File: src/rtl/sg_pkg.sv
// shared types and constants for the spatial stereo gain pipeline
// no dependencies
package sg_pkg;

  localparam int COORD_W   = 20;
  localparam int DELTA_W   = 21;
  localparam int AXIS_W    = 16;
  localparam int GAIN_W    = 16;
  localparam int SQ_W      = 42;
  localparam int DIST_W    = SQ_W / 2;
  localparam int DOT_W     = 37;
  localparam int MAG_W     = 36;
  localparam int QUO_W     = 16;
  localparam int ATT_W     = 17;
  localparam int WRAD_W    = 30;
  localparam int WT_W      = WRAD_W / 2;
  localparam int CFG_IDX_W = 2;

  localparam logic [CFG_IDX_W-1:0] REG_REFERENCE = 2'd0;
  localparam logic [CFG_IDX_W-1:0] REG_MAXIMUM   = 2'd1;

  localparam logic [COORD_W-1:0] REFERENCE_RESET = 20'd4096;
  localparam logic [COORD_W-1:0] MAXIMUM_RESET   = 20'd61440;

  localparam logic [15:0]       ONE_Q14    = 16'd16384;
  localparam logic [ATT_W-1:0]  ATT_ONE    = 17'd65536;
  localparam logic [DIST_W-1:0] PAN_MIN    = 21'd2;

  typedef struct packed {
    logic spatial;
    logic silent;
    logic near;
    logic close;
    logic ovf;
  } flags_t;

  typedef struct packed {
    flags_t              flags;
    logic [GAIN_W-1:0]   gain;
  } side_t;

endpackage

File: src/rtl/sg_pan.sv
// pan clamp, ear weight radicands and attenuation select
// depends on sg_pkg
module sg_pan import sg_pkg::*; (
  input  logic              clk_i,
  input  logic              rst_ni,
  input  logic              valid_i,
  input  logic [QUO_W-1:0]  att_quo_i,
  input  logic [QUO_W-1:0]  pan_quo_i,
  input  logic              neg_i,
  input  side_t             side_i,
  output logic              valid_o,
  output logic [WRAD_W-1:0] rad_left_o,
  output logic [WRAD_W-1:0] rad_right_o,
  output logic [ATT_W-1:0]  att_o,
  output side_t             side_o
);

  logic              vld_q;
  logic [WRAD_W-1:0] radl_q, radl_d, radr_q, radr_d;
  logic [ATT_W-1:0]  att_q, att_d;
  side_t             side_q;
  logic [15:0]       qc;
  logic [15:0]       lo_term, hi_term;

  // clamp the cosine and build both radicands
  always_comb begin
    if (side_i.flags.close) begin
      qc = '0;
    end else if (side_i.flags.ovf || pan_quo_i > ONE_Q14) begin
      qc = ONE_Q14;
    end else begin
      qc = pan_quo_i;
    end
    lo_term = ONE_Q14 - qc;
    hi_term = ONE_Q14 + qc;
    if (neg_i) begin
      radl_d = WRAD_W'({hi_term, 13'b0});
      radr_d = WRAD_W'({lo_term, 13'b0});
    end else begin
      radl_d = WRAD_W'({lo_term, 13'b0});
      radr_d = WRAD_W'({hi_term, 13'b0});
    end
    att_d = side_i.flags.near ? ATT_ONE : {1'b0, att_quo_i};
  end

  always_ff @(posedge clk_i or negedge rst_ni) begin
    if (!rst_ni) begin
      vld_q <= 1'b0;
    end else begin
      vld_q <= valid_i;
    end
  end

  always_ff @(posedge clk_i) begin
    radl_q <= radl_d;
    radr_q <= radr_d;
    att_q  <= att_d;
    side_q <= side_i;
  end

  assign valid_o     = vld_q;
  assign rad_left_o  = radl_q;
  assign rad_right_o = radr_q;
  assign att_o       = att_q;
  assign side_o      = side_q;

endmodule

File: config.mk
export PLATFORM = sky130hd
export DESIGN_NAME = sg_pan
export DESIGN_NICKNAME = d
export VERILOG_FILES = /design/src/rtl/sg_pkg.sv /design/src/rtl/sg_pan.sv
export SDC_FILE = /design/constraint.sdc
export NUM_CORES = 1
export LEC_CHECK = 0
export BUFFER_PORTS_ARGS = -buffer_cell sky130_fd_sc_hd__buf_2
export CELL_PAD_IN_SITES_DETAIL_PLACEMENT = 0
export CELL_PAD_IN_SITES_GLOBAL_PLACEMENT = 1
export CORE_MARGIN = 5
export CORE_UTILIZATION = 33
export CTS_CLUSTER_SIZE = 10
export DETAILED_ROUTE_END_ITERATION = 16
export HOLD_SLACK_MARGIN = 0.08
export PLACE_DENSITY_LB_ADDON = 0.1
export SYNTH_ARGS = -nofsm -noshare
export SYNTH_HDL_FRONTEND = slang
export SYNTH_SLANG_ARGS = --single-unit
export TNS_END_PERCENT = 5
File: constraint.sdc
create_clock -name clk_i -period 0.85 [get_ports clk_i]
set_input_delay 0.17 -clock clk_i [delete_from_list [all_inputs] [get_ports clk_i]]
set_output_delay 0.17 -clock clk_i [all_outputs]
set_load 0.01 [all_outputs]
==> impl_metrics.env <==
export IMPL_yosys_top_cells_area="dfxtp_1 52%, buf_4 8.6%, nor2_1 4.5%"
export IMPL_synth_common_cells="68 x dfxtp_1, 31 x nor2_1, 30 x buf_4, 18 x nor2b_1, 11 x a21oi_1"
export IMPL_grt_pass1_vias=2404
export IMPL_drtIter0Drc=68
export IMPL_hold_ws_ns=0.102
export IMPL_status="finished, violations left"
export IMPL_crit_path_end_kind="flip-flop"
export IMPL_dr_total_vias=2443
export IMPL_root_buffer="clkbuf_8"
export IMPL_cts_buffer_depth=2
export IMPL_hold_viol=0
export IMPL_timing_critical_path_fanout_max=8
export IMPL_syn_instance_count=263
export IMPL_ant_nets=0
export IMPL_cts_buffers=9
export IMPL_via_per_inst=4.26
export IMPL_timing_final_max_slew_violations=0
export IMPL_grt_overflow_total=0
export IMPL_fin_cells=574
export IMPL_fmax_ghz=0.704
export IMPL_synth_ff_type="dfxtp_1"
export IMPL_fp_dieH_um=99.0
export IMPL_grt_max_degree=23
export IMPL_ys_async_sr_fraction_pct=1.45
export IMPL_leakage_nw=2.16
export IMPL_drive_gt1_share_pct=54.2
export IMPL_crit_slowest_cell="or4_4"
export IMPL_drv_cap=0
export IMPL_gr_usage_all_layers_pct=15.5
export IMPL_core_area_sq_um=7730
export IMPL_rows=32
export IMPL_syn_avg_cell_area_sq_um=9.93
export IMPL_area_growth_syn_to_layout_pct=73.8
export IMPL_power_density_nw_per_um2=1660
export IMPL_start_util_pct=33.8
export IMPL_period_share_pct=167
export IMPL_antennaDiodeCount=0
export IMPL_synth_distinct_cells=43
export IMPL_hp_class="input port to flip-flop"
export IMPL_synthesis_area_sq_um=2610
export IMPL_htree_levels=3
export IMPL_rsz0062_at_grt="true"
export IMPL_worstSetupPathType="input port to flip-flop"
export IMPL_clock_sinks=69
export IMPL_path_cells="buf_6 > or4_4 > nor2_8 > a21oi_4 > nand2b_4 > o41ai_4"
export IMPL_yosysTopAreaCellShare_pct=52.1
export IMPL_violations="negative setup slack"
export IMPL_dp_cells=518
export IMPL_synth_most_common_cell="dfxtp_1"
export IMPL_fin_nets=525
export IMPL_fin_tns_setup_ns=-19.00
export IMPL_clkTransAtPathRegs_ns=0.08
export IMPL_grt_pass1_wl_um=12100
export IMPL_detail_route_first_pass_iterations=4
export IMPL_fin_ws_ns=-0.570
export IMPL_antenna_found_initial=0
export IMPL_place_gp_congestion=0.804
export IMPL_cp_num_buf_inv=1
export IMPL_ios=156
export IMPL_irDropWorstVdd_mv=0.840
export IMPL_placed_cell_area_sq_um=3520
export IMPL_cts_tree="built"
export IMPL_startpoint_type="input port"
export IMPL_die_area_sq_um=9790
export IMPL_synth_top_area_cell="dfxtp_1"
export IMPL_wl_um=7960
export IMPL_fin_total_pwr_mw=7.55
export IMPL_cp_arrival_ns=1.67
export IMPL_critPathTopFamily="simple AND/OR/NAND/NOR gates"
export IMPL_fin_crit_ns=1.42
export IMPL_die_width_um=99.0
export IMPL_drcViolationCount=0
export IMPL_wl_per_cell_um=13.9
export IMPL_setup_viol=97
export IMPL_yosysSeqAreaShare_pct=53.1
export IMPL_slowest_delay_ns=0.61
export IMPL_numPortBuffers=127
export IMPL_yosysWarnings=0
export IMPL_num_fill_cells=673
export IMPL_worstPathRequired_ns=1.10
export IMPL_final_cell_area_sq_um=4540
export IMPL_ys_ff_latch=69
export IMPL_dp_hpwl_um=5350
export IMPL_synth_edff_count=0
[registers in the layout, summed over array words and instances, names as in the netlist]
signal	count
side_o	20
att_o	17
rad_right_o	16
rad_left_o	15
valid_o	1
[cells in the final DEF, fill, tap and decap left out, drive strengths merged, types with 3 or more instances in the layout]
master,synthesis,final
nor2b,18,18
clkinv,0,4
o22ai,6,6
clkbuf,7,10
xnor2,8,8
xor2,7,7
buf,34,169
o21ai,5,5
inv,4,4
nand3,4,4
and3,4,4
nand2,8,8
dfxtp,68,68
conb,1,28
a21oi,12,12
nor2,32,32
or4,3,3
dlygate4sd3,0,38
nand2b,5,5
nand3b,3,3
nor3,11,11
or2,3,3
[stage by stage]
stage               setup slack, ns  utilization (%)
floorplan                    -0.857                -
global route                 -0.603             58.7
global placement             -0.971             45.5
CTS                          -0.535             55.0
finish                       -0.570             58.7
detailed placement           -0.989             45.5
[logic make-up (layout without fill, tap and decap cells)]
family          count (synthesis)  in the layout  synth area share, %
fa+ha+maj                       1              1                0.479
compound gates                 35             35                 9.49
buf+inv                        45            227                 11.4
mux                             1              1                0.383
flops                          69             69                 53.1
simple gates                   96             96                 20.0
xor+xnor                       15             15                 5.03
other cells                     1             28                0.144
[area by class of cell]
type / instances / area (sq um) / share of cell area, %
Clock inverter: 6 / 87.6 / 1.93
Clock buffer: 10 / 128 / 2.81
Timing Repair Buffer: 207 / 1590 / 35.0
Tap cell: 102 / 128 / 2.81
Sequential cell: 69 / 1430 / 31.5
Inverter: 4 / 15.0 / 0.331
Multi-Input combinational cell: 176 / 1160 / 25.6
[routing by layer]
metal  vias to the layer above  share of wire (%)  GRT usage, %
li1                       1221                  -             -
met1                      1106                 40          17.5
met2                       110                 50          27.1
met3                         6                9.3          5.38
met4                         0               0.89          5.46
met5                         -                  0             0
[final timing paths]
kind,end,from,cells after the start
worst max-delay path,rad_right_o[25],pan_quo_i[2],6
worst min-delay path,rad_right_o[28],side_i[17],3
max in group asynchronous,valid_o,rst_ni,2
min in group asynchronous,valid_o,rst_ni,2
[power breakdown]
part	leakage (nW)	switching, mW	internal (mW)	total (mW)
Clock	0.110	1.25	1.65	2.90
Sequential	0.581	0.0538	3.39	3.45
Combinational	1.47	0.543	0.658	1.20
Total	2.16	1.85	5.70	7.55
[what timing repair did]
| item | CTS | global route |
|---|---|---|
| hold endpoints to repair | 38 | 0 |
| buffers inserted | 3 | 0 |
| setup endpoints to repair | 99 | 99 |
| pin swaps | 9 | 6 |
| hold buffers | 38 | 0 |
| resized for setup | 30 | 78 |
No activity file was read; power rests on OpenSTA's default activity.
