$ cat config.mk
export PLATFORM = sky130hd
export DESIGN_NAME = sg_div
export DESIGN_NICKNAME = d
export VERILOG_FILES = /design/src/rtl/sg_div.sv
export SDC_FILE = /design/constraint.sdc
export NUM_CORES = 2
export LEC_CHECK = 0
export ABC_AREA = 1
export BUFFER_PORTS_ARGS = -buffer_cell sky130_fd_sc_hd__buf_4
export CAP_MARGIN = 20
export CELL_PAD_IN_SITES_DETAIL_PLACEMENT = 2
export CELL_PAD_IN_SITES_GLOBAL_PLACEMENT = 2
export CORE_UTILIZATION = 33
export DETAILED_ROUTE_END_ITERATION = 12
export GPL_ROUTABILITY_DRIVEN = 0
export PLACE_DENSITY_LB_ADDON = 0.3
export SKIP_LAST_GASP = 1
export SYNTH_ARGS = -nofsm -noshare
export SYNTH_HDL_FRONTEND = slang
export SYNTH_SLANG_ARGS = --single-unit
$ cat constraint.sdc
create_clock -name clk_i -period 2.2 [get_ports clk_i]
set_clock_uncertainty 0.05 [all_clocks]
set_input_delay 0.33 -clock clk_i [delete_from_list [all_inputs] [get_ports clk_i]]
set_output_delay 0.33 -clock clk_i [all_outputs]
set_load 0.02 [all_outputs]
$ cat src/rtl/sg_div.sv
// pipelined restoring divider, one quotient bit per stage
// quotient is valid when the numerator top bits are below the divisor
module sg_div #(
  parameter int NUM_W = 36,
  parameter int DEN_W = 21,
  parameter int Q_W   = 16,
  parameter int SB_W  = 1
) (
  input  logic             clk_i,
  input  logic             rst_ni,
  input  logic             valid_i,
  input  logic [NUM_W-1:0] num_i,
  input  logic [DEN_W-1:0] den_i,
  input  logic [SB_W-1:0]  side_i,
  output logic             valid_o,
  output logic [Q_W-1:0]   quo_o,
  output logic [SB_W-1:0]  side_o
);

  logic [Q_W-1:0]   vld_q;
  logic [DEN_W-1:0] rem_q [Q_W];
  logic [DEN_W-1:0] rem_d [Q_W];
  logic [Q_W-1:0]   lo_q  [Q_W];
  logic [Q_W-1:0]   lo_d  [Q_W];
  logic [Q_W-1:0]   q_q   [Q_W];
  logic [Q_W-1:0]   q_d   [Q_W];
  logic [DEN_W-1:0] den_q [Q_W];
  logic [SB_W-1:0]  sb_q  [Q_W];

  // one subtract and compare per stage
  always_comb begin
    logic [DEN_W-1:0] rem_in;
    logic [DEN_W:0]   rem_sh;
    logic [Q_W-1:0]   lo_in;
    logic [Q_W-1:0]   q_in;
    logic [DEN_W-1:0] den_in;
    for (int k = 0; k < Q_W; k++) begin
      if (k == 0) begin
        rem_in = DEN_W'(num_i[NUM_W-1:Q_W]);
        lo_in  = num_i[Q_W-1:0];
        q_in   = '0;
        den_in = den_i;
      end else begin
        rem_in = rem_q[k-1];
        lo_in  = lo_q[k-1];
        q_in   = q_q[k-1];
        den_in = den_q[k-1];
      end
      rem_sh = {rem_in, lo_in[Q_W-1]};
      if (rem_sh >= {1'b0, den_in}) begin
        rem_d[k] = DEN_W'(rem_sh - {1'b0, den_in});
        q_d[k]   = {q_in[Q_W-2:0], 1'b1};
      end else begin
        rem_d[k] = rem_sh[DEN_W-1:0];
        q_d[k]   = {q_in[Q_W-2:0], 1'b0};
      end
      lo_d[k] = lo_in << 1;
    end
  end

  always_ff @(posedge clk_i or negedge rst_ni) begin
    if (!rst_ni) begin
      vld_q <= '0;
    end else begin
      vld_q <= {vld_q[Q_W-2:0], valid_i};
    end
  end

  always_ff @(posedge clk_i) begin
    rem_q    <= rem_d;
    lo_q     <= lo_d;
    q_q      <= q_d;
    den_q[0] <= den_i;
    sb_q[0]  <= side_i;
    for (int k = 1; k < Q_W; k++) begin
      den_q[k] <= den_q[k-1];
      sb_q[k]  <= sb_q[k-1];
    end
  end

  assign valid_o = vld_q[Q_W-1];
  assign quo_o   = q_q[Q_W-1];
  assign side_o  = sb_q[Q_W-1];

endmodule

==> results.md <==
* Seq cells post-synth at 918
* N_diodes at 0
* CTS buffer count at 104
* CTS Buffer Depth at 3
* Worst path most repeated cell: nand2_1
* Fmax at 398.5 MHz
* Pin count of the biggest net entering global routing at 24
* Flop-to-flop setup slack at -0.31 ns
* Total Die Area at 0.1399 sq mm
* CP Launch Type: flip-flop
* Vias in the first global route at 50,560
* WP depth at 13
* Hold EP: rem_q[332]$_DFF_P_
* Worst Path Max Fanout at 11
* Hold WC Path Type: primary input to flip-flop
* Commonest non-fill, non-tap cell in the layout: nand2_1
* Filler cells at 15,630
* Worst-path clk slew at 0.08 ns
* Syn nets at 6,971
* Worst path cell trace: inv_1 -> ha_1 -> nand2_2 -> nor2_2 -> nand2_1 -> nor2_1 -> nand2_1 -> nand2_1 -> nor2_2 -> nand2_4 -> clkbuf_16 -> nand3_1 -> nand2_1
* Critical Path AT at 3.13 ns
* Worst Tran Pin Value at 0.7045 ns
* Initial antenna violation count at 3
* H-tree Lvls at 3
* Status: complete, but fails checks
* Final Cell Area at 0.06166 sq mm
* Critical path buffers and inverters at 2
* Starting Density at 0.3326
* Relative slew slack at 0.5288
* Failing checks: negative setup slack
* Period utilisation layout at 1.141
* Post-Syn Area per Cell at 6.964 sq um
* Final Hold Viols at 0
* Count of different cell masters after synthesis at 34
* Synthesis Warnings at 0
* Fin nets at 7,741
* Synth top area cells: dfxtp_1 (40%), nand2_1 (21%), ha_1 (9.2%)
* Rows at 136
* CP top delay family: simple AND/OR/NAND/NOR gates
* Leading area contributor after synthesis: dfxtp_1
* Area after DPL at 0.05160 sq mm
* Post-route ant nets at 0
* Core Util, Final at 0.4490
* Maxcap violations at 0
* Required time worst endpoint at 2.82 ns
* Die W at 374.0 um
* Setup TNS at -30.13 ns
* CP Capture Type: flip-flop
* Vias/cell at 5.245
* Num ports at 79
* Total congestion overflow at 0
* RSZ-0062 raised after global routing: true
* CP peak stage delay at 0.42 ns
* DR WL/cell at 26.88 um
* WS Path Type: flip-flop to flip-flop
* Core Footprint at 0.1373 sq mm
* Post-Syn Instances at 6,559
* Reg2reg start: den_q[0][101]$_DFF_P_
* Vias at 48,320
* Clock sink count at 918
* Worst-case reg-to-reg path depth at 13
* Share of post-route cells with drive strength above 1 at 0.2328
* Die height at 374.0 um
* Port buffer count at 78
* First-pass GRT wire length at 295,200 um
* Worst IR drop on VDD at 0.7333 mV
* Most frequent cells in the layout: nand2_1 (2,328), inv_1 (1,073), dfxtp_1 (745)
* Hold path cells at 5
* Power per cell area at 1762 mW/mm^2
* Drt first-iter violations at 2,641
* Pre-antenna DRT Iters at 7
* Syn-to-layout area delta at 35.00%
* HPWL after DPL at 143,200 um
* Hold path startpoint: num_i[32]
* Final Setup Violations at 258
* Area share of the largest cell type after synthesis at 0.3953
* Worst setup margin at -0.3093 ns
* Slew Limit Fails at 0
* WL final at 247,600 um
* Worst-Skew Late Latency at 0.77 ns
* Register area share after synthesis at 0.4041
* LEAKAGE at 32.28 nW
* Fin crit period at 2.509 ns
* Post-Syn Area at 0.04568 sq mm
* TritonCTS clock tree: done
* Reg2reg end: rem_q[223]$_DFF_P_
* Crit-path slowest cell: dfxtp_1
* Residual DRC at 0
* GRT Util Overall at 0.2708
* Clk root buf: clkbuf_16
==> layer usage <==
layer | vias up | wire length (um) | track usage
li1 | 21570 | - | -
met1 | 24240 | 91940 | 0.3036
met2 | 1562 | 127300 | 0.5125
met3 | 944 | 9451 | 0.02625
met4 | 4 | 18890 | 0.1196
met5 | - | 26 | 0
==> worst min-delay path: cells and delay by family <==
family | cells | cell delay [ns]
adder cells (fa/ha/maj) | 1 | 0.25
buffers and inverters | 1 | 0.10
AND/OR/NAND/NOR | 3 | 0.22
==> final cells by class <==
type | instances | area [sq um] | share of cell area
multi-input combinational | 4436 | 25810 | 0.4186
sequential | 918 | 18700 | 0.3033
timing repair buffer | 725 | 6721 | 0.1090
inverter | 1144 | 4446 | 0.07209
clock buffer | 133 | 2904 | 0.04710
tap | 1794 | 2245 | 0.03640
clock inverter | 62 | 832.0 | 0.01349
==> what timing repair did <==
item | 4_1_cts | 5_1_grt
resized for setup | 264 | 784
buffers inserted | 20 | 76
gates cloned | 9 | 29
pin swaps | 20 | 149
hold endpoints to repair | 75 | 0
hold buffers | 61 | 0
endpoints found under the setup margin | 292 | 300
==> flip-flops by register name, indices dropped and copies added (netlist names) <==
signal  count
den_q     315
rem_q     315
q_q       120
lo_d      105
quo_o      16
sb_q       16
vld_q      16
lo_q       15
==> cell usage after synthesis (all sizes together) <==
| library cell | count |
|---|---|
| and2 | 7 |
| or2 | 28 |
| ha | 336 |
| nand3 | 358 |
| inv | 1144 |
| nand4 | 48 |
| dfrtp | 16 |
| and3 | 15 |
| xor2 | 100 |
| xnor2 | 25 |
| nand2 | 2599 |
| a21oi | 217 |
| nor3 | 62 |
| o21a | 14 |
| o21ai | 51 |
| fa | 15 |
| nor2 | 444 |
| a21boi | 1 |
| nand3b | 84 |
| o21bai | 32 |
| dfxtp | 902 |
| buf | 61 |
==> cell families after synthesis <==
| kind of cell | Yosys count | synth area share |
|---|---|---|
| AO/OA/AOI/OAI | 315 | 0.03709 |
| XOR/XNOR | 125 | 0.02397 |
| adder cells (fa/ha/maj) | 351 | 0.09861 |
| buffers and inverters | 1205 | 0.1072 |
| flip-flops | 918 | 0.4041 |
| AND/OR/NAND/NOR | 3645 | 0.3290 |
==> worst max-delay path by stage <==
stage / from / end / slack [ns]
floorplan: lo_q[127]$_DFF_P_ / rem_q[145]$_DFF_P_ / 0.26
global placement: num_i[31] / rem_q[324]$_DFF_P_ / -0.34
detailed placement: den_i[14] / rem_q[334]$_DFF_P_ / -0.42
CTS: lo_q[159]$_DFF_P_ / rem_q[170]$_DFF_P_ / -0.02
global route: rem_q[171]$_DFF_P_ / rem_q[164]$_DFF_P_ / -0.34
finish: den_q[0][101]$_DFF_P_ / rem_q[223]$_DFF_P_ / -0.31
==> power by group <==
group / internal, mW / switching (mW) / leakage, nW
clock network: 11.3 / 8.62 / 1.82
logic: 23.1 / 39.1 / 22.7
registers: 21.5 / 5.10 / 7.80
==> stage by stage <==
step / setup slack, ns / hold WS, ns / std cells / power (mW)
after global placement: -0.3443 / 0.1385 / 8822 / 68.59
after floorplan: 0.2577 / -0.01559 / 6559 / 52.76
final: -0.3093 / 0.1200 / 9212 / 108.6
after CTS: -0.02208 / 0.03159 / 9107 / 93.81
after global routing: -0.3433 / 0.1439 / 9212 / 113.1
after detailed placement: -0.4184 / 0.1514 / 8822 / 71.17
Note: power is estimated with default switching activity, not from simulation.
