### config.mk
export PLATFORM = sky130hd
export DESIGN_NAME = sg_back
export DESIGN_NICKNAME = d
export VERILOG_FILES = /design/src/rtl/sg_pkg.sv /design/src/rtl/sg_back.sv
export SDC_FILE = /design/constraint.sdc
export NUM_CORES = 2
export LEC_CHECK = 0
export BUFFER_PORTS_ARGS = -buffer_cell sky130_fd_sc_hd__buf_2
export CAP_MARGIN = 40
export CORE_MARGIN = 1
export CORE_UTILIZATION = 66
export CTS_BUF_LIST = sky130_fd_sc_hd__clkbuf_8
export CTS_CLUSTER_SIZE = 10
export DETAILED_ROUTE_END_ITERATION = 12
export GPL_ROUTABILITY_DRIVEN = 0
export GPL_TIMING_DRIVEN = 0
export PLACE_DENSITY = 0.83
export SLEW_MARGIN = 40
export SYNTH_ARGS = -nofsm -noshare
export SYNTH_HDL_FRONTEND = slang
export SYNTH_SLANG_ARGS = --single-unit
### constraint.sdc
create_clock -name clk_i -period 8.1 [get_ports clk_i]
set_input_delay 1.62 -clock clk_i [delete_from_list [all_inputs] [get_ports clk_i]]
set_output_delay 1.62 -clock clk_i [all_outputs]
set_load 0.1 [all_outputs]
### src/rtl/sg_pkg.sv
// shared types and constants for the spatial stereo gain pipeline
// no dependencies
package sg_pkg;

  localparam int COORD_W   = 20;
  localparam int DELTA_W   = 21;
  localparam int AXIS_W    = 16;
  localparam int GAIN_W    = 16;
  localparam int SQ_W      = 42;
  localparam int DIST_W    = SQ_W / 2;
  localparam int DOT_W     = 37;
  localparam int MAG_W     = 36;
  localparam int QUO_W     = 16;
  localparam int ATT_W     = 17;
  localparam int WRAD_W    = 30;
  localparam int WT_W      = WRAD_W / 2;
  localparam int CFG_IDX_W = 2;

  localparam logic [CFG_IDX_W-1:0] REG_REFERENCE = 2'd0;
  localparam logic [CFG_IDX_W-1:0] REG_MAXIMUM   = 2'd1;

  localparam logic [COORD_W-1:0] REFERENCE_RESET = 20'd4096;
  localparam logic [COORD_W-1:0] MAXIMUM_RESET   = 20'd61440;

  localparam logic [15:0]       ONE_Q14    = 16'd16384;
  localparam logic [ATT_W-1:0]  ATT_ONE    = 17'd65536;
  localparam logic [DIST_W-1:0] PAN_MIN    = 21'd2;

  typedef struct packed {
    logic spatial;
    logic silent;
    logic near;
    logic close;
    logic ovf;
  } flags_t;

  typedef struct packed {
    flags_t              flags;
    logic [GAIN_W-1:0]   gain;
  } side_t;

endpackage

### src/rtl/sg_back.sv
// final gain products and result select, registered result strobe
// depends on sg_pkg
module sg_back import sg_pkg::*; (
  input  logic              clk_i,
  input  logic              rst_ni,
  input  logic              valid_i,
  input  logic [WT_W-1:0]   weight_left_i,
  input  logic [WT_W-1:0]   weight_right_i,
  input  logic [ATT_W-1:0]  att_i,
  input  side_t             side_i,
  output logic              valid_o,
  output logic [GAIN_W-1:0] left_gain_o,
  output logic [GAIN_W-1:0] right_gain_o
);

  localparam int GA_W   = GAIN_W + ATT_W;
  localparam int PROD_W = GA_W + WT_W;

  logic [1:0]        vld_q;
  logic [GA_W-1:0]   ga_q;
  logic [WT_W-1:0]   wl_q, wr_q;
  side_t             side_q;
  logic [PROD_W-1:0] pl, pr;
  logic [GAIN_W-1:0] left_q, left_d, right_q, right_d;

  // weighted gains, scaled back to q2.14
  always_comb begin
    pl = PROD_W'(ga_q) * PROD_W'(wl_q);
    pr = PROD_W'(ga_q) * PROD_W'(wr_q);
    if (!side_q.flags.spatial) begin
      left_d  = side_q.gain;
      right_d = side_q.gain;
    end else if (side_q.flags.silent) begin
      left_d  = '0;
      right_d = '0;
    end else begin
      left_d  = pl[30 +: GAIN_W];
      right_d = pr[30 +: GAIN_W];
    end
  end

  always_ff @(posedge clk_i or negedge rst_ni) begin
    if (!rst_ni) begin
      vld_q <= '0;
    end else begin
      vld_q <= {vld_q[0], valid_i};
    end
  end

  always_ff @(posedge clk_i) begin
    ga_q    <= GA_W'(side_i.gain) * GA_W'(att_i);
    wl_q    <= weight_left_i;
    wr_q    <= weight_right_i;
    side_q  <= side_i;
    left_q  <= left_d;
    right_q <= right_d;
  end

  assign valid_o      = vld_q[1];
  assign left_gain_o  = left_q;
  assign right_gain_o = right_q;

endmodule

==> results.sh <==
export IMPL_yosys_area_share_simple=0.176
export IMPL_critPathSlowestCell="fa_1"
export IMPL_grt_pass1_wl_mm=175
export IMPL_clock_root_buffer="clkbuf_8"
export IMPL_crit_arrival_ns=8.43
export IMPL_synthesis_area_sq_um=40700
export IMPL_synth_nets=5875
export IMPL_yosys_warnings=0
export IMPL_synth_edf_count=0
export IMPL_htree_levels=4
export IMPL_post_cts_resize_count=0
export IMPL_cts_setup_buffers=0
export IMPL_grt_max_degree=17
export IMPL_dp_final_hpwl_mm=92.9
export IMPL_place_area_sq_um=42200
export IMPL_slew_headroom=0.343
export IMPL_ios=104
export IMPL_final_antenna_net_count=0
export IMPL_io_buffers=100
export IMPL_seq_area_frac_synth=0.0568
export IMPL_setup_viol=0
export IMPL_synth_compound_area_frac=0.0412
export IMPL_worst_slew_pin_transition_ns=0.985
export IMPL_synth_async_reset_ratio=0.0174
export IMPL_dr_pass1_iters=8
export IMPL_synthFlopType="dfxtp_1"
export IMPL_antenna_found_initial=9
export IMPL_wl_per_cell_um=20.1
export IMPL_rsz0062_at_grt="true"
export IMPL_finalHoldViolations=0
export IMPL_ys_seq_elements=115
export IMPL_synth_top_family_by_area="adder cells"
export IMPL_place_ws_ns=-0.440
export IMPL_cp_start_kind="input pin"
export IMPL_use_met3=0.0948
export IMPL_cts_buffers=17
export IMPL_die_w_um=250
export IMPL_hold_class="flop to flop"
export IMPL_drive_gt1_frac=0.0357
export IMPL_drt_iter0_drc=2627
export IMPL_synthAdderAreaFrac=0.587
export IMPL_tns_ns=0
export IMPL_synth_cell_types=77
export IMPL_finalClockSkew_ns=0.0246
export IMPL_fin_nets=5992
export IMPL_fmax_ghz=0.126
export IMPL_vias_per_cell=5.74
export IMPL_dieArea_sq_um=62700
export IMPL_status="completed"
export IMPL_met2_usage=0.590
export IMPL_nFillCells=4563
export IMPL_wl_mm=109
export IMPL_end_kind="flop"
export IMPL_grt_use_met1=0.462
export IMPL_final_area_sq_um=42600
export IMPL_clockBufferDepth=2
export IMPL_synth_area_mux_share=0.000492
export IMPL_cp_max_fo=10
export IMPL_start_util=0.671
export IMPL_cpMostUsedCell="fa_1"
export IMPL_post_route_util=0.702
export IMPL_grt_pass1_vias=33250
export IMPL_syn_inst=4497
export IMPL_clkLatencyLatePin_ns=0.58
export IMPL_setup_ws_ns=0.174
export IMPL_min_period_ns=7.93
export IMPL_synth_xor_area_frac=0.0144
export IMPL_areaGrowthSynthToFinish_pct=4.61
export IMPL_top_usage_layer="met2"
export IMPL_path_class="input pin to flop"
export IMPL_report_final_slew_viol_count=0
export IMPL_grt_usage=0.372
export IMPL_cap_violations=0
export IMPL_syn_area_per_cell_sq_um=9.05
export IMPL_drc_errors=0
export IMPL_vias=31068
export IMPL_core_area_sq_um=60700
export IMPL_cpPeakStageDelay_ns=0.57
export IMPL_grt_overflow=0
export IMPL_hold_buffers=0
export IMPL_clock_sinks=115
export IMPL_critPathRequiredTime_ns=8.60
export IMPL_cts_tree="done"
export IMPL_rows=90
export IMPL_die_y_um=250
export IMPL_path_clk_slew_ns=0.09
export IMPL_period_share=0.979
[final cells by class]
class	count	area [sq um]	area share
well taps	782	978	0.0230
multi-input cells	3046	33400	0.784
diodes	1	2.50	0.0000588
inverters	1098	4120	0.0968
repair buffers	100	500	0.0118
clock buffers	17	234	0.00549
plain buffers	236	901	0.0212
flip-flops and latches	115	2310	0.0543
clock inverters	15	149	0.00350
[cell families after synthesis]
| kind of cell | Yosys count |
|---|---|
| muxes | 2 |
| buffers and inverters | 1336 |
| xor gates and xnor gates | 67 |
| DFF | 115 |
| adders and majority gates | 1307 |
| and+or+nand+nor | 1424 |
| AOI/OAI and AO/OA | 246 |
[cells in the final DEF, fill, tap and decap left out, types with 47 or more instances in the layout]
cell type | Yosys | routed
and2_1 | 635 | 635
o21ai_0 | 47 | 47
fa_1 | 1006 | 1006
buf_2 | 2 | 102
a21oi_1 | 60 | 60
xnor2_1 | 51 | 51
inv_1 | 1098 | 1099
clkbuf_1 | 234 | 227
dfxtp_1 | 113 | 113
nand2_1 | 649 | 649
ha_1 | 301 | 301
[routing by layer]
layer	vias up	wire [um]
met5	-	46
met4	2	7500
met3	402	12600
met2	1716	50000
met1	15702	38700
li1	13246	-
[synthesized netlist by cell type, types with 7 or more instances]
cell,count,area [sq um]
nor2_1,33,124
clkbuf_1,234,878
nand2b_1,7,43.8
fa_1,1006,20100
ha_1,301,3770
a211oi_1,11,82.6
nand4_1,22,138
a21oi_1,60,300
xnor2_1,51,447
a21o_1,34,255
inv_1,1098,4120
nand2_1,649,2440
xor2_1,16,140
nand3_1,21,105
o22ai_1,9,56.3
dfxtp_1,113,2260
and2_1,635,3970
nor3_1,22,110
o21bai_1,12,90.1
nor4_1,7,43.8
o21ai_1,8,40.0
o21ai_0,47,235
[flip-flops by register name, summed over array words and instances (netlist names)]
signal	flops
wl_q	15
vld_q	2
left_gain_o	16
ga_q	33
right_gain_o	16
side_q	18
wr_q	15
[critical path, delay by kind of cell]
kind / cells / cell delay [ns]
compound gates: 8 / 1.89
xor+xnor: 1 / 0.15
fa+ha+maj: 7 / 3.34
simple gates: 1 / 0.16
buf+inv: 8 / 1.26
[final timing paths]
path | from | depth (start not counted) | endpoint | slack [ns]
worst max-delay path | side_i[6] | 25 | ga_q[32]$_DFF_P_ | 0.17
worst max register to register | ga_q[1]$_DFF_P_ | 22 | left_gain_o[7]$_DFF_P_ | 0.32
worst min-delay path | vld_q[0]$_DFF_PN0_ | 0 | vld_q[1]$_DFF_PN0_ | 0.36
min in group asynchronous | rst_ni | 1 | vld_q[1]$_DFF_PN0_ | 0.82
max in group asynchronous | rst_ni | 1 | vld_q[0]$_DFF_PN0_ | 7.19
worst min register to register | vld_q[0]$_DFF_PN0_ | 0 | vld_q[1]$_DFF_PN0_ | 0.36
[stage by stage]
| step | hold slack, ns | cells |
|---|---|---|
| 2_1_floorplan | 0.331 | 4497 |
| 3_3_place_gp | 0.342 | 5379 |
| 3_5_place_dp | 0.346 | 5379 |
| 4_1_cts | 0.365 | 5411 |
| 5_1_grt | 0.382 | 5410 |
| 6_report | 0.357 | 5410 |
Power is not shown: default switching activity piles up to over one toggle a cycle in this logic, so the estimate is an artifact.
