File: src/rtl/sg_pkg.sv
// shared types and constants for the spatial stereo gain pipeline
// no dependencies
package sg_pkg;

  localparam int COORD_W   = 20;
  localparam int DELTA_W   = 21;
  localparam int AXIS_W    = 16;
  localparam int GAIN_W    = 16;
  localparam int SQ_W      = 42;
  localparam int DIST_W    = SQ_W / 2;
  localparam int DOT_W     = 37;
  localparam int MAG_W     = 36;
  localparam int QUO_W     = 16;
  localparam int ATT_W     = 17;
  localparam int WRAD_W    = 30;
  localparam int WT_W      = WRAD_W / 2;
  localparam int CFG_IDX_W = 2;

  localparam logic [CFG_IDX_W-1:0] REG_REFERENCE = 2'd0;
  localparam logic [CFG_IDX_W-1:0] REG_MAXIMUM   = 2'd1;

  localparam logic [COORD_W-1:0] REFERENCE_RESET = 20'd4096;
  localparam logic [COORD_W-1:0] MAXIMUM_RESET   = 20'd61440;

  localparam logic [15:0]       ONE_Q14    = 16'd16384;
  localparam logic [ATT_W-1:0]  ATT_ONE    = 17'd65536;
  localparam logic [DIST_W-1:0] PAN_MIN    = 21'd2;

  typedef struct packed {
    logic spatial;
    logic silent;
    logic near;
    logic close;
    logic ovf;
  } flags_t;

  typedef struct packed {
    flags_t              flags;
    logic [GAIN_W-1:0]   gain;
  } side_t;

endpackage

File: src/rtl/sg_prep.sv
// range checks on the distance and magnitude of the projection
// depends on sg_pkg
module sg_prep import sg_pkg::*; (
  input  logic                    clk_i,
  input  logic                    rst_ni,
  input  logic                    valid_i,
  input  logic [DIST_W-1:0]       dist_i,
  input  logic signed [DOT_W-1:0] dot_i,
  input  logic [GAIN_W-1:0]       gain_i,
  input  logic                    spatial_i,
  input  logic [COORD_W-1:0]      reference_range_i,
  input  logic [COORD_W-1:0]      maximum_range_i,
  output logic                    valid_o,
  output logic [DIST_W-1:0]       dist_o,
  output logic [MAG_W-1:0]        mag_o,
  output logic                    neg_o,
  output side_t                   side_o
);

  logic              vld_q;
  logic [DIST_W-1:0] dist_q;
  logic [MAG_W-1:0]  mag_q, mag_d;
  logic              neg_q, neg_d;
  side_t             side_q, side_d;
  logic [DOT_W-1:0]  abs_dot;

  // magnitude of the projection and distance tests
  always_comb begin
    neg_d   = dot_i[DOT_W-1];
    abs_dot = neg_d ? DOT_W'(-dot_i) : DOT_W'(dot_i);
    mag_d   = abs_dot[MAG_W-1:0];
    side_d.gain          = gain_i;
    side_d.flags.spatial = spatial_i;
    side_d.flags.silent  = dist_i >= {1'b0, maximum_range_i};
    side_d.flags.near    = dist_i <= {1'b0, reference_range_i};
    side_d.flags.close   = dist_i < PAN_MIN;
    side_d.flags.ovf     = {1'b0, mag_d[MAG_W-1:QUO_W]} >= dist_i;
  end

  always_ff @(posedge clk_i or negedge rst_ni) begin
    if (!rst_ni) begin
      vld_q <= 1'b0;
    end else begin
      vld_q <= valid_i;
    end
  end

  always_ff @(posedge clk_i) begin
    dist_q <= dist_i;
    mag_q  <= mag_d;
    neg_q  <= neg_d;
    side_q <= side_d;
  end

  assign valid_o = vld_q;
  assign dist_o  = dist_q;
  assign mag_o   = mag_q;
  assign neg_o   = neg_q;
  assign side_o  = side_q;

endmodule

File: config.mk
export PLATFORM = sky130hd
export DESIGN_NAME = sg_prep
export DESIGN_NICKNAME = d
export VERILOG_FILES = /design/src/rtl/sg_pkg.sv /design/src/rtl/sg_prep.sv
export SDC_FILE = /design/constraint.sdc
export NUM_CORES = 1
export LEC_CHECK = 0
export BUFFER_PORTS_ARGS = -buffer_cell sky130_fd_sc_hd__buf_2
export CORE_UTILIZATION = 46
export CTS_CLUSTER_DIAMETER = 100
export DETAILED_ROUTE_END_ITERATION = 16
export GPL_ROUTABILITY_DRIVEN = 0
export GPL_TIMING_DRIVEN = 0
export PLACE_DENSITY = 0.88
export SETUP_SLACK_MARGIN = 0.5
export SYNTH_ARGS = -nofsm -noshare
export SYNTH_HDL_FRONTEND = slang
export SYNTH_SLANG_ARGS = --single-unit
File: constraint.sdc
create_clock -name clk_i -period 0.8 [get_ports clk_i]
set_input_delay 0.08 -clock clk_i [delete_from_list [all_inputs] [get_ports clk_i]]
set_output_delay 0.08 -clock clk_i [all_outputs]
set_load 0.005 [all_outputs]
==> results.md, run 1 <==
Floorplan:
- The count of pins on the block boundary is 198.
- The initialized floorplan defines 33 standard-cell rows.
- The area inside the core boundary is 0.008258 mm².
- The floorplan die width is 94.43 µm.
- The initial utilization of the core area, before any placement, comes to 47.59%.
- From bottom edge to top edge, the die measures 94.43 µm.
- The area enclosed by the die boundary is 0.008917 mm².

Place:
- The placed wire-length estimate is 9402 µm.
- The number of buffers inserted by port buffering is 197.
- The cell area after placement is 0.005635 mm².
- The pre-CTS worst setup slack is -2.473 ns.

Timing:
- The relative max-transition margin is 60.92%.
- Dividing the final minimum period by the clock period gives 386.0%.
- At the pin with the least slew margin, the transition time is 0.5862 ns.
- The number of hold-slack violations in the final timing report is 57.
- The clock period minus final worst setup slack is 3.088 ns.
- In the post-route analysis, the smallest setup slack over all paths is -2.288 ns.
- Timing would allow up to 323.8 MHz.
- Setup repair after global routing could not meet its margin everywhere.
- The worst hold slack across all endpoints is -0.2020 ns.
- The number of pins exceeding their max-slew limit in the final report is 0.
- Setup violations remaining at the end of the flow were counted as 114.

Job:
- The tool flagged a number of max-cap violations equal to 0.

CTS:
- The CTS tree is yes.
- The number of H-tree branching levels is 3.
- The total clock buffers created by CTS is 9.
- Buffers inserted to repair hold after CTS numbered 1.
- Clock tree synthesis found a total of 80 sinks.
- The number of buffers on the longest clock path is 2.
- After clock tree synthesis, the clock-pin slew on the worst setup and hold paths is 0.12 ns.
- The clock root buffer is sky130_fd_sc_hd__clkbuf_8.

Worst setup path:
- Of all nets on the critical path, the largest fanout is 3.
- STA classifies the critical path endpoint as a flip-flop.
- The start-to-end type of the worst setup path is input pin to flip-flop.
- STA classifies the critical path startpoint as an input pin.
- The most critical setup path has its startpoint at dot_i[1].
- In this run the worst setup path terminates at side_o[16].
- The data arrival time of the critical path is 3.34 ns.
- The data required time at the worst endpoint is 1.05 ns.

Power and ir drop:
- The power density relative to cell area is 1569 mW/mm².
- The static leakage is 0.003440 µW.
- IR analysis of the VDD net gives a maximum drop of 1.078 mV.
- Summing internal, switching and leakage power gives 11,690 µW.

Layout:
- The final core area utilization is 90.24%.
- The fraction of layout instances using a drive strength above 1 is 71.06%.
- The fill cell total of the finished layout is 299.
- Compared with the post-synthesis result, the final layout area differs by 89.62%.
- The final net count is 841.
- Once layout is done, the placed cells without fillers occupy 0.007452 mm².

Logic synthesis:
- Among all flip-flop cells after synthesis, the most frequent one is sky130_fd_sc_hd__dfxtp_1.
- Counting flops with an async set or reset pin after synthesis yields a share of 1.250%.
- Yosys mapped a number of flops with a built-in enable equal to 0.
- Summing every instance area after synthesis gives 0.003930 mm².
- The top cell type's share of synthesized area is 40.24%.
- The number of library cell types mapped by synthesis is 40.
- The average instance area after synthesis is 9.516 µm².
- For this run, the number of Yosys warnings is 0.
- The cell count after synthesis is 413.
- The proportion of synthesized chip area in sequential cells is 40.88%.
- The flop and latch count out of synthesis is 80.
- Yosys attributes the largest share of cell area to sky130_fd_sc_hd__dfxtp_1 40%, sky130_fd_sc_hd__ha_1 19%, sky130_fd_sc_hd__xnor2_1 7.6%.
- The most area-hungry cell type in the Yosys netlist is sky130_fd_sc_hd__dfxtp_1.
- The number of nets in the synthesized netlist is 592.

Routing:
- Summed over all layers, the routed wires come to 21,490 µm.
- After detailed routing, the average wire length per cell comes to 27.81 µm.
- The total via count after detailed routing is 4,958.
- After detailed routing, the met3 layer carries 2512 µm of wire.
- The per-cell via count in the routed design is 6.414.
- The count of routing violations after the opening detailed-route iteration is 442.
- The remaining design rule violation count is 0.
- The count of antenna-violating nets left after detailed routing is 0.
- In the detailed route, the total length drawn on met2 is 9919 µm.
- The wire length the detailed router placed on met1 is 6829 µm.
- The number of iterations in the first detailed-routing pass is 6.
- Routed signal wires occupy layers up through met4.

GRT:
- The via count of the first global-routing pass is 4,469.
- The wire length of the first global-routing pass is 22,470 µm.
- The initial antenna violation count is 4.
- Entering global routing, the biggest net connects 17 pins.
- For this run, the total global-route usage over all layers was measured as 33.64%.
- The final global-route overflow total is 0.

Outcome:
- The checks that failed: negative hold slack, negative setup slack.
- The flow ran to the end, but the final reports show violations.

Hold path:
- The cell depth of the worst min-delay path is 1.
- In this run the worst hold path is classified as input pin to flip-flop.
-- per-stage QoR --
step | setup TNS (ns) | instances | hold WS [ns]
6_report | -31.80 | 773 | -0.2020
5_1_grt | -33.11 | 772 | -0.2121
4_1_cts | -23.93 | 754 | -0.1979
3_5_place_dp | -32.69 | 715 | -0.1444
3_3_place_gp | -31.41 | 715 | -0.1452
2_1_floorplan | -20.43 | 413 | -0.2156
-- worst max-delay path, cell delays in order --
cell	delay [ns]
sky130_fd_sc_hd__buf_8	0.11
sky130_fd_sc_hd__inv_8	0.05
sky130_fd_sc_hd__ha_4	0.14
sky130_fd_sc_hd__or3b_4	0.41
sky130_fd_sc_hd__nor4_4	0.22
sky130_fd_sc_hd__buf_6	0.17
sky130_fd_sc_hd__buf_4	0.12
sky130_fd_sc_hd__buf_6	0.09
sky130_fd_sc_hd__nand3_4	0.14
sky130_fd_sc_hd__o31ai_4	0.29
sky130_fd_sc_hd__xnor2_2	0.17
sky130_fd_sc_hd__ha_1	0.30
sky130_fd_sc_hd__a21oi_1	0.25
sky130_fd_sc_hd__o21ai_0	0.26
sky130_fd_sc_hd__o2bb2ai_1	0.19
sky130_fd_sc_hd__or3_1	0.33
-- synthesized netlist by cell type, types with 10 or more instances --
library cell              instances
sky130_fd_sc_hd__xnor2_1         34
sky130_fd_sc_hd__inv_1           61
sky130_fd_sc_hd__nand3_1         12
sky130_fd_sc_hd__o21ai_0         23
sky130_fd_sc_hd__a21oi_1         17
sky130_fd_sc_hd__ha_1            61
sky130_fd_sc_hd__nand2_1         29
sky130_fd_sc_hd__o31ai_1         12
sky130_fd_sc_hd__nor4_1          10
sky130_fd_sc_hd__dfxtp_1         79
sky130_fd_sc_hd__nor2_1          12
-- area by class of cell --
class                   instances  area, µm²  area share (%)
inverters                      61      279.0           3.744
diodes                          1      2.502         0.03358
clock buffers                   9      123.9           1.662
flip-flops and latches         80       1704           22.87
well taps                     105      131.4           1.763
multi-input cells             268       3110           41.74
plain buffers                   4      80.08           1.075
repair buffers                238       1912           25.65
clock inverters                 7      108.9           1.461
-- cells by family (layout without fill, tap and decap cells) --
family / after synthesis / in the layout / synth area share [%]
compound gates: 73 / 73 / 11.84
xor+xnor: 35 / 35 / 7.800
fa+ha+maj: 61 / 61 / 19.42
buf+inv: 65 / 319 / 6.208
flops: 80 / 80 / 40.88
other cells: 0 / 1 / 0
simple gates: 99 / 99 / 13.85
-- report_power, final --
part / switching, µW / total [µW] / internal [µW] / leakage, µW
logic: 1710 / 3410 / 1700 / 0.00264
registers: 170 / 4530 / 4360 / 0.000679
clock network: 1910 / 3750 / 1840 / 0.000119
total: 3790 / 11700 / 7900 / 0.00344
-- flip-flops by register name, summed over array words and instances (netlist names) --
| name | flops |
|---|---|
| side_o | 21 |
| neg_o | 1 |
| dist_o | 21 |
| mag_o | 36 |
| valid_o | 1 |
-- what timing repair did --
action / in CTS / in global routing
gates resized for setup: 148 / 83
setup buffers: 22 / 18
endpoints found under the hold margin: 63 / 57
pin swaps: 52 / 32
endpoints found under the setup margin: 119 / 119
-- per-layer routing --
metal	GRT usage, %	vias up
li1	-	1955
met1	35.36	2301
met2	63.04	482
met3	6.280	220
met4	17.56	0
met5	0	-
-- how the worst min path moves through the flow --
| stage | from | endpoint | slack [ns] |
|---|---|---|---|
| detailed placement | rst_ni | valid_o | -0.14 |
| finish | gain_i[8] | side_o[8] | -0.20 |
| floorplan | rst_ni | valid_o | -0.22 |
| global placement | rst_ni | valid_o | -0.15 |
| CTS | gain_i[5] | side_o[5] | -0.20 |
| global route | gain_i[8] | side_o[8] | -0.21 |
-- layout by cell type (no fill, tap or decap), drive strengths merged, types with 2 or more instances in the layout --
master  synthesis  final
a211oi          6      6
a21o            3      3
a21oi          17     17
and4            4      4
buf             0    237
bufinv          0      2
clkbuf          4     13
dfxtp          79     79
ha             61     61
inv            61     66
nand2          29     29
nand2b          3      3
nand3          12     12
nand4           6      6
nand4b          2      2
nor2           12     12
nor3            4      4
nor4           11     11
o21ai          23     23
o31ai          12     12
o41ai           4      4
or2             2      2
or3             7      7
or4             4      4
xnor2          34     34
(Power assumes the default switching activity.)
==> run 2: changes to the inputs <==
Clock period 0.8 ns to 3.3 ns, I/O delays scaled along.
==> run 2 against run 1 <==
Against the previous run: final cell count shrank 4.0%; combinational power decreased by 85%; sequential share of layout area rose by 6.0 points; non-clock buffer count fell by 30; clock power fell by 79%; routed wire length decreased by 47%; critical path type unchanged; power is 80% lower; hold slack improved by 0.28 ns; die area is the same; the flow now finishes without violations; design area is 25% lower; largest power group unchanged.
==> results.md, run 2 (same netlist as run 1, synthesis figures left out) <==
Timing:
- The final critical-path share of the clock period is 91.47%.
- The relative max-transition margin is 52.10% (was 60.92%).
- The count of endpoints failing setup in the final report came to 0 (was 114).
- The number of pins exceeding their max-slew limit in the final report is 0 (unchanged).
- The maximum achievable frequency is 331.3 MHz.
- The final-layout setup total negative slack came to 0 ns (was -31.80 ns).
- The number of hold-slack violations in the final timing report was 0 (was 57).
- RSZ-0062 raised after global routing: yes (unchanged).
- The clock period minus final worst setup slack is 3.018 ns.
- The worst hold slack across all endpoints is 0.07581 ns (was -0.2020 ns).
- The slew of the pin with the lowest slew margin is 0.7184 ns (was 0.5862 ns).

Worst setup path:
- The start-to-end type of the worst setup path is input pin to flip-flop (unchanged).
- The critical path's largest stage delay came to 0.43 ns (was 0.41 ns).
- Worst-path cell chain: buf_2 -> or3_4 -> or4_4 -> or3_4 -> o41ai_4 -> xnor2_2 -> ha_1 -> a21o_1 -> a211oi_2 -> o2bb2ai_1 -> or3_1 (was buf_8 -> inv_8 -> ha_4 -> or3b_4 -> nor4_4 -> buf_6 -> buf_4 -> buf_6 -> nand3_4 -> o31ai_4 -> xnor2_2 -> ha_1 -> a21oi_1 -> o21ai_0 -> o2bb2ai_1 -> or3_1).
- The data arrival time of the critical path was 3.25 ns (was 3.34 ns).
- The startpoint kind of the worst setup timing path was an input pin (unchanged).
- The critical-path cell with the highest stage delay is sky130_fd_sc_hd__or4_4 (was sky130_fd_sc_hd__or3b_4).
- The most frequent cell on the critical path is sky130_fd_sc_hd__or3_4 (was sky130_fd_sc_hd__buf_6).
- The peak fanout along the critical path is 2 (was 3).
- The data required time at the worst endpoint is 3.53 ns (was 1.05 ns).
- The kind of end point of the critical path is a flip-flop (unchanged).

Floorplan:
- The count of pins on the block boundary is 198 (unchanged).
- The area inside the core boundary came to 0.008258 mm² (unchanged).
- The area enclosed by the die boundary is 0.008917 mm² (unchanged).
- The effective utilization at floorplan is 47.59% (unchanged).
- The floorplan die width is 94.43 µm (unchanged).
- The number of rows created at floorplan is 33 (unchanged).
- The vertical die dimension was 94.43 µm (unchanged).

Layout:
- The growth of design area from synthesis to finish was 41.42% (was 89.62%).
- Commonest cells after routing, fill and taps aside: 195 x sky130_fd_sc_hd__buf_2, 79 x sky130_fd_sc_hd__dfxtp_1, 60 x sky130_fd_sc_hd__ha_1 (was 117 x sky130_fd_sc_hd__buf_2, 82 x sky130_fd_sc_hd__buf_6, 78 x sky130_fd_sc_hd__dfxtp_2).
- The number of flip-flops under the largest register name came to 36 (unchanged).
- The number of inserted diodes is 0 (was 1).
- The commonest non-fill, non-tap cell in the layout is sky130_fd_sc_hd__buf_2 (unchanged).
- The fraction of layout instances using a drive strength above 1 came to 39.87% (was 71.06%).
- The final core area utilization came to 67.30% (was 90.24%).
- The final net count is 811 (was 841).

Routing:
- The per-cell via count in the routed design was 5.302 (was 6.414).
- The count of routing violations after the opening detailed-route iteration is 145 (was 442).
- The count of antenna-violating nets left after detailed routing is 0 (unchanged).
- The number of iterations in the first detailed-routing pass is 4 (was 6).
- The sum of routed wire length over all layers is 11,420 µm (was 21,490 µm).
- The average wire per standard cell is 15.39 µm (was 27.81 µm).
- The total via count after detailed routing was 3,934 (was 4,958).
- The remaining design rule violation count is 0 (unchanged).

Place:
- The number of buffers inserted by port buffering was 197 (unchanged).
- The placed wire-length estimate is 8914 µm (was 9402 µm).

CTS:
- The number of H-tree branching levels is 3 (unchanged).
- The clock sink count is 80 (unchanged).
- The total clock buffers created by CTS came to 9 (unchanged).
- The CTS tree is yes (unchanged).
- The clock root buffer is sky130_fd_sc_hd__clkbuf_8 (unchanged).
- The number of buffers on the longest clock path is 2 (unchanged).
- The clock-pin slew on the worst setup and hold paths is 0.09 ns (was 0.12 ns).

GRT:
- The via count of the first global-routing pass is 3,774 (was 4,469).
- The all-layer global routing usage is 24.95% (was 33.64%).
- The final global-route overflow total was 0 (unchanged).
- The largest net degree at the start of global routing is 17 (unchanged).
- The initial antenna violation count is 0 (was 4).
- The wire length of the first global-routing pass was 17,040 µm (was 22,470 µm).

Job:
- The total of max-cap violations is 0 (unchanged).

Power and ir drop:
- The worst-case vdd ir drop came to 0.2522 mV (was 1.078 mV).
- The static leakage is 0.002833 µW (was 0.003440 µW).
- The power density relative to cell area came to 418.3 mW/mm² (was 1569 mW/mm²).

Hold path:
- The type of the most critical hold path is input pin to flip-flop (unchanged).

Outcome:
- Result of the run: finished clean (was finished, violations left).
-- run 2: cell type report --
cell class              instances  area, µm²
well taps                     105      131.4
multi-input cells             268       2272
clock buffers                   9      123.9
fillers                       680       2700
clock inverters                 7      85.08
inverters                      61      236.5
plain buffers                   4      15.01
repair buffers                208       1087
flip-flops and latches         80       1607
-- run 2: critical path, delay by kind of cell --
kind	cells	cell delay, ns
compound gates	4	0.76
xor+xnor	1	0.12
fa+ha+maj	1	0.34
buf+inv	1	0.11
simple gates	4	1.58
-- run 2: metrics by stage --
stage	std cells	worst slack, ns	total power [µW]	cell area, µm²
after floorplan	413	0.2751	1302	3951
after global placement	715	-0.2146	1512	5069
after detailed placement	715	-0.2506	1539	5069
after CTS	738	0.2727	2321	5429
after global routing	742	0.1534	2450	5558
final	742	0.2815	2325	5558
-- run 2: power breakdown --
part	switching, µW	internal (µW)
sequential	18.3	1040
clock	404	366
combinational	257	238
-- run 2: timing repair --
item | in CTS | in global routing
setup endpoints to repair | 1 | 1
gates resized for setup | 15 | 23
hold buffers | 1 | 0
pin swaps | 16 | 14
setup buffers | 6 | 4
endpoints found under the hold margin | 1 | 0
-- run 2: layer usage --
metal  vias up  wire length, µm  GRT usage (%)
li1       1886                -              -
met1      1842             4457          27.73
met2       184             5860          46.20
met3        22              866          4.911
met4         0              234          9.872
met5         -                0              0
-- run 2: worst paths after layout --
kind | endpoint | slack [ns] | cells after the start | from
min in group asynchronous | valid_o | 0.27 | 2 | rst_ni
max in group asynchronous | valid_o | 2.95 | 2 | rst_ni
worst max-delay path | side_o[16] | 0.28 | 11 | dot_i[29]
worst min-delay path | side_o[12] | 0.08 | 1 | gain_i[12]
